===== src/rtl/core/pool_slot_allocator_macros.svh =====
// Assertion macros shared by the pool slot allocator RTL.
// Expects clk and arst_n in the scope of each use.
`ifndef POOL_SLOT_ALLOCATOR_MACROS_SVH
`define POOL_SLOT_ALLOCATOR_MACROS_SVH

// check an overlapping implication on every clock edge out of reset
`define PSA_ASSERT_IMPL(label, cond, prop, msg) \
	label: assert property (@(posedge clk) disable iff (!arst_n) (cond) |-> (prop)) \
		else $error(msg);

// check a next-cycle implication on every clock edge out of reset
`define PSA_ASSERT_NEXT(label, cond, prop, msg) \
	label: assert property (@(posedge clk) disable iff (!arst_n) (cond) |=> (prop)) \
		else $error(msg);

`endif


===== src/rtl/core/psa_pkg.sv =====
// Shared types and constants of the pool slot allocator.
// No dependencies.
package psa_pkg;

	localparam int unsigned POOL_SLOTS_DEF = 1024;
	localparam int unsigned SLOT_W         = 10;
	localparam int unsigned REG_W          = 11;
	localparam int unsigned DATA_W         = 16;
	localparam int unsigned CFG_INDEX_W    = 8;

	localparam logic OP_ALLOC = 1'b0;
	localparam logic OP_FREE  = 1'b1;

	localparam logic [CFG_INDEX_W-1:0] REG_BLOCK_SLOTS = 8'd0;
	localparam logic [CFG_INDEX_W-1:0] REG_BLOCK_COUNT = 8'd1;

	localparam logic [REG_W-1:0] BLOCK_SLOTS_RST = 11'd64;
	localparam logic [REG_W-1:0] BLOCK_COUNT_RST = 11'd16;

	typedef enum logic [2:0] {
		ST_IDLE = 3'b001,
		ST_EXEC = 3'b010,
		ST_POP  = 3'b100
	} state_t;

endpackage


===== src/rtl/core/psa_cfg.sv =====
// Configuration registers and bump capacity check of the pool slot allocator.
// Depends on psa_pkg.
module psa_cfg #(
	parameter int unsigned POOL_SLOTS = psa_pkg::POOL_SLOTS_DEF
) (
	input  logic                             clk,
	input  logic                             arst_n,
	input  logic                             cfg_valid,
	output logic                             cfg_ready,
	input  logic [psa_pkg::CFG_INDEX_W-1:0]  cfg_index,
	input  logic [psa_pkg::REG_W-1:0]        cfg_data,
	input  logic [psa_pkg::REG_W-1:0]        bump_count,
	output logic                             bump_ok
);

	localparam int unsigned PROD_W = 2 * psa_pkg::REG_W;

	logic [psa_pkg::REG_W-1:0] block_slots_q;
	logic [psa_pkg::REG_W-1:0] block_count_q;
	logic [PROD_W-1:0]         capacity;
	logic                      below_pool;

	assign cfg_ready = 1'b1;

	always_ff @(posedge clk or negedge arst_n) begin
		if (!arst_n) begin
			block_slots_q <= psa_pkg::BLOCK_SLOTS_RST;
			block_count_q <= psa_pkg::BLOCK_COUNT_RST;
		end else if (cfg_valid && cfg_ready) begin
			if (cfg_index == psa_pkg::REG_BLOCK_SLOTS) begin
				block_slots_q <= cfg_data;
			end
			if (cfg_index == psa_pkg::REG_BLOCK_COUNT) begin
				block_count_q <= cfg_data;
			end
		end
	end

	assign capacity   = PROD_W'(block_slots_q) * PROD_W'(block_count_q);
	assign below_pool = 32'(bump_count) < 32'(POOL_SLOTS);
	assign bump_ok    = (PROD_W'(bump_count) < capacity) && below_pool;

endmodule


===== config.mk =====
export PLATFORM = sky130hd
export DESIGN_NAME = psa_cfg
export DESIGN_NICKNAME = d
export VERILOG_FILES = /design/src/rtl/core/pool_slot_allocator_macros.svh /design/src/rtl/core/psa_pkg.sv /design/src/rtl/core/psa_cfg.sv
export SDC_FILE = /design/constraint.sdc
export NUM_CORES = 1
export LEC_CHECK = 0
export ABC_AREA = 1
export ABC_CLOCK_PERIOD_IN_PS = 6600
export BUFFER_PORTS_ARGS = -buffer_cell sky130_fd_sc_hd__buf_2
export CAP_MARGIN = 20
export CORE_ASPECT_RATIO = 2
export CORE_MARGIN = 10
export CORE_UTILIZATION = 40
export DETAILED_ROUTE_END_ITERATION = 12
export GPL_ROUTABILITY_DRIVEN = 0
export PLACE_DENSITY = 0.62
export SYNTH_ARGS = -nofsm -noshare
export SYNTH_HDL_FRONTEND = slang
export SYNTH_SLANG_ARGS = --single-unit

===== constraint.sdc =====
create_clock -name clk -period 6.6 [get_ports clk]
set_input_delay 0.33 -clock clk [delete_from_list [all_inputs] [get_ports clk]]
set_output_delay 0.33 -clock clk [all_outputs]
set_load 0.01 [all_outputs]

==> impl_metrics.json <==
{
  "status": "completed",
  "cts_resized": 0,
  "fin_area_um2": 6000,
  "vias_per_cell": 4.562,
  "yosysWarnings": 0,
  "rsz0062_at_grt": "false",
  "synthArstFlopShare_pct": 100.0,
  "io_pins": 35,
  "htreeDepth": 1,
  "grt_pass1_vias": 4949,
  "final_period_minus_worst_setup_slack_ns": 6.156,
  "fin_nets": 996,
  "syn_area_um2": 5604,
  "cp.arrival_ns": 5.83,
  "clock_sinks": 22,
  "cap_violations": 0,
  "finalHoldViolCount": 0,
  "cp.required_ns": 6.27,
  "final-setup-viol-count": 0,
  "final.setup.tns_ns": 0,
  "fp.dieH_um": 187.4,
  "drtIter0Drc": 145,
  "clk_latency_ns": 0.26,
  "ys_seq_elements": 22,
  "end_kind": "output port",
  "cp_max_fo": 12,
  "initial_utilization_pct": 40.57,
  "timing.critical_path.buf_inv": 6,
  "slew_viol_final": 0,
  "placed_cell_area_um2": 5911,
  "power.density_nw_per_um2": 62.84,
  "diodes": 0,
  "syn_inst": 800,
  "fp.dieW_um": 103.7,
  "grt_max_degree": 23,
  "track_usage_pct": 13.91,
  "cts_tree": "built",
  "synth-edff-count": 0,
  "core-area_um2": 13810,
  "worst_pin_slew_ns": 0.7197,
  "fmax_mhz": 162.4,
  "fin_crit_sh_pct": 93.28,
  "syn2layout_area_growth_pct": 7.055,
  "critical-path-top-delay-family": "adder cells",
  "ir_drop_mv": 0.1331,
  "place_inst": 997,
  "layoutNonFillerInstCount": 1001,
  "ys.flop_type": "dfrtp_1",
  "ant_nets": 0,
  "wl_per_cell_um": 12.78,
  "fin_skew_ns": 0,
  "num_vias": 4567,
  "drive_gt1_share_pct": 6.281,
  "synth_seq_area_share_pct": 9.868,
  "maxSlewHeadroom_pct": 51.90,
  "dieArea_um2": 19430,
  "p_total_uw": 377.0,
  "hp-class": "input pin to asynchronous set/reset pin",
  "path_clk_slew_ns": 0.06,
  "cp_cell_sequence": "nand2_1, fa_1, fa_1, fa_1, inv_1, fa_1, inv_1, fa_1, inv_1, ha_1, nand2_2, inv_1, a21oi_1, nand2_1, xnor2_1, ha_1, inv_1, nor2_1, nand4_1, nor2_1, nor2_1, nor2_1, nor2_1, buf_2",
  "grt_pass1_wl_um": 22690,
  "drt_wl_total_um": 12790,
  "clk_path_buf_depth": 2,
  "firstDrtPassIters": 4,
  "critPathLaunchType": "flop",
  "root_buffer": "clkbuf_16",
  "rows": 61,
  "syn_avg_cell_area_um2": 7.005,
  "slowest_stage": "dfrtp_1",
  "portBuffers": 33,
  "grt-ovfl-total": 0,
  "antenna_found_initial": 0,
  "cts_setup_buffers": 0,
  "drc": 0,
  "postCtsHoldBufs": 0,
  "synth_nets": 983,
  "ys_types": 31,
  "num-fill-cells": 1469,
  "max_stage_delay_ns": 0.69,
  "hold_ws_ns": 0.02756,
  "p_leak_uw": 0.003820,
  "worstSetupPathType": "flop to output port",
  "place.detailed.hpwl_um": 11340,
  "numCtsBuffers": 3
}
## power breakdown
part	switching, uW	internal, uW	total [uW]
clock	49.0	92.6	142
combinational	38.1	30.8	68.9
sequential	25.0	142	167
total	112	265	377
## cell type report
class                      instances  area [um2]  share of cell area [%]
timing repair buffer              35       180.2                   3.003
inverter                         232       870.8                   14.52
tap                              189       236.5                   3.942
multi-input combinational        519        4070                   67.84
clock buffer                       4       88.84                   1.481
sequential                        22       553.0                   9.218
## kinds of logic (layout without fill, tap and decap cells)
group / count (synthesis) / in the layout / synth area share [%]
other: 1 / 1 / 0.06691
buffers and inverters: 259 / 271 / 17.50
DFF: 22 / 22 / 9.868
AOI/OAI and AO/OA: 46 / 46 / 4.376
and+or+nand+nor: 313 / 313 / 22.57
xor gates and xnor gates: 9 / 9 / 1.407
adders and majority gates: 150 / 150 / 44.21
## flip-flops by register name, indices dropped and copies added (netlist names)
| register | cells |
|---|---|
| block_count_q | 11 |
| block_slots_q | 11 |
## metal layers
metal | up-vias | wire length, um | part of all wire [%] | track usage, %
li1 | 2326 | - | - | -
met1 | 2129 | 4851 | 38 | 14.06
met2 | 84 | 7248 | 57 | 28.01
met3 | 28 | 236 | 1.8 | 0.8972
met4 | 0 | 454 | 3.5 | 5.705
met5 | - | 0 | 0 | 0
## synthesized netlist by cell type, types with 2 or more instances
cell      instances  share of area (%)
xnor2_1           7                1.1
o21ai_0           7               0.63
clkbuf_1         22                1.5
nor3_1            5               0.45
inv_1           232                 16
o21ai_1          19                1.7
nand2_2           6               0.67
nand3b_1          5               0.67
nor2_1           29                1.9
nand4_1           5               0.56
dfrtp_1          20                8.9
ha_1             70                 16
dfstp_2           2               0.94
xor2_1            2               0.31
a21oi_1          16                1.4
nand2_1         244                 16
nand3_1          14                1.3
buf_2             3               0.27
fa_1             80                 29
## path summary, 6_finish.rpt
check	start	endpoint	slack, ns	cells past startpoint
worst max-delay path	block_slots_q[5]$_DFFE_PN0P_	bump_ok	0.44	24
worst min-delay path	arst_n	block_count_q[6]$_DFFE_PN0P_	0.03	1
worst max register to register	block_slots_q[5]$_DFFE_PN0P_	block_slots_q[5]$_DFFE_PN0P_	5.62	2
worst min register to register	block_count_q[4]$_DFFE_PN1P_	block_count_q[4]$_DFFE_PN1P_	0.58	2
max in group asynchronous	arst_n	block_count_q[4]$_DFFE_PN1P_	6.22	1
min in group clk	cfg_data[4]	block_count_q[4]$_DFFE_PN1P_	0.31	3
## layout by cell type (no fill, tap or decap), drive strengths merged, types with 7 or more instances in the layout
cell type	instances
o21ai	26
buf	35
ha	70
dfrtp	20
nand3	14
a21oi	17
nand2	250
fa	80
inv	232
xnor2	7
nor2	29
## through the flow
stage | utilization [%] | worst slack (ns)
after floorplan | - | 1.112
after global placement | 42.79 | 0.7818
after detailed placement | 42.79 | 0.7474
after CTS | 43.43 | 0.4726
after global routing | 43.43 | 0.1035
final | 43.43 | 0.4435
Power figures use the tool's default switching activity.
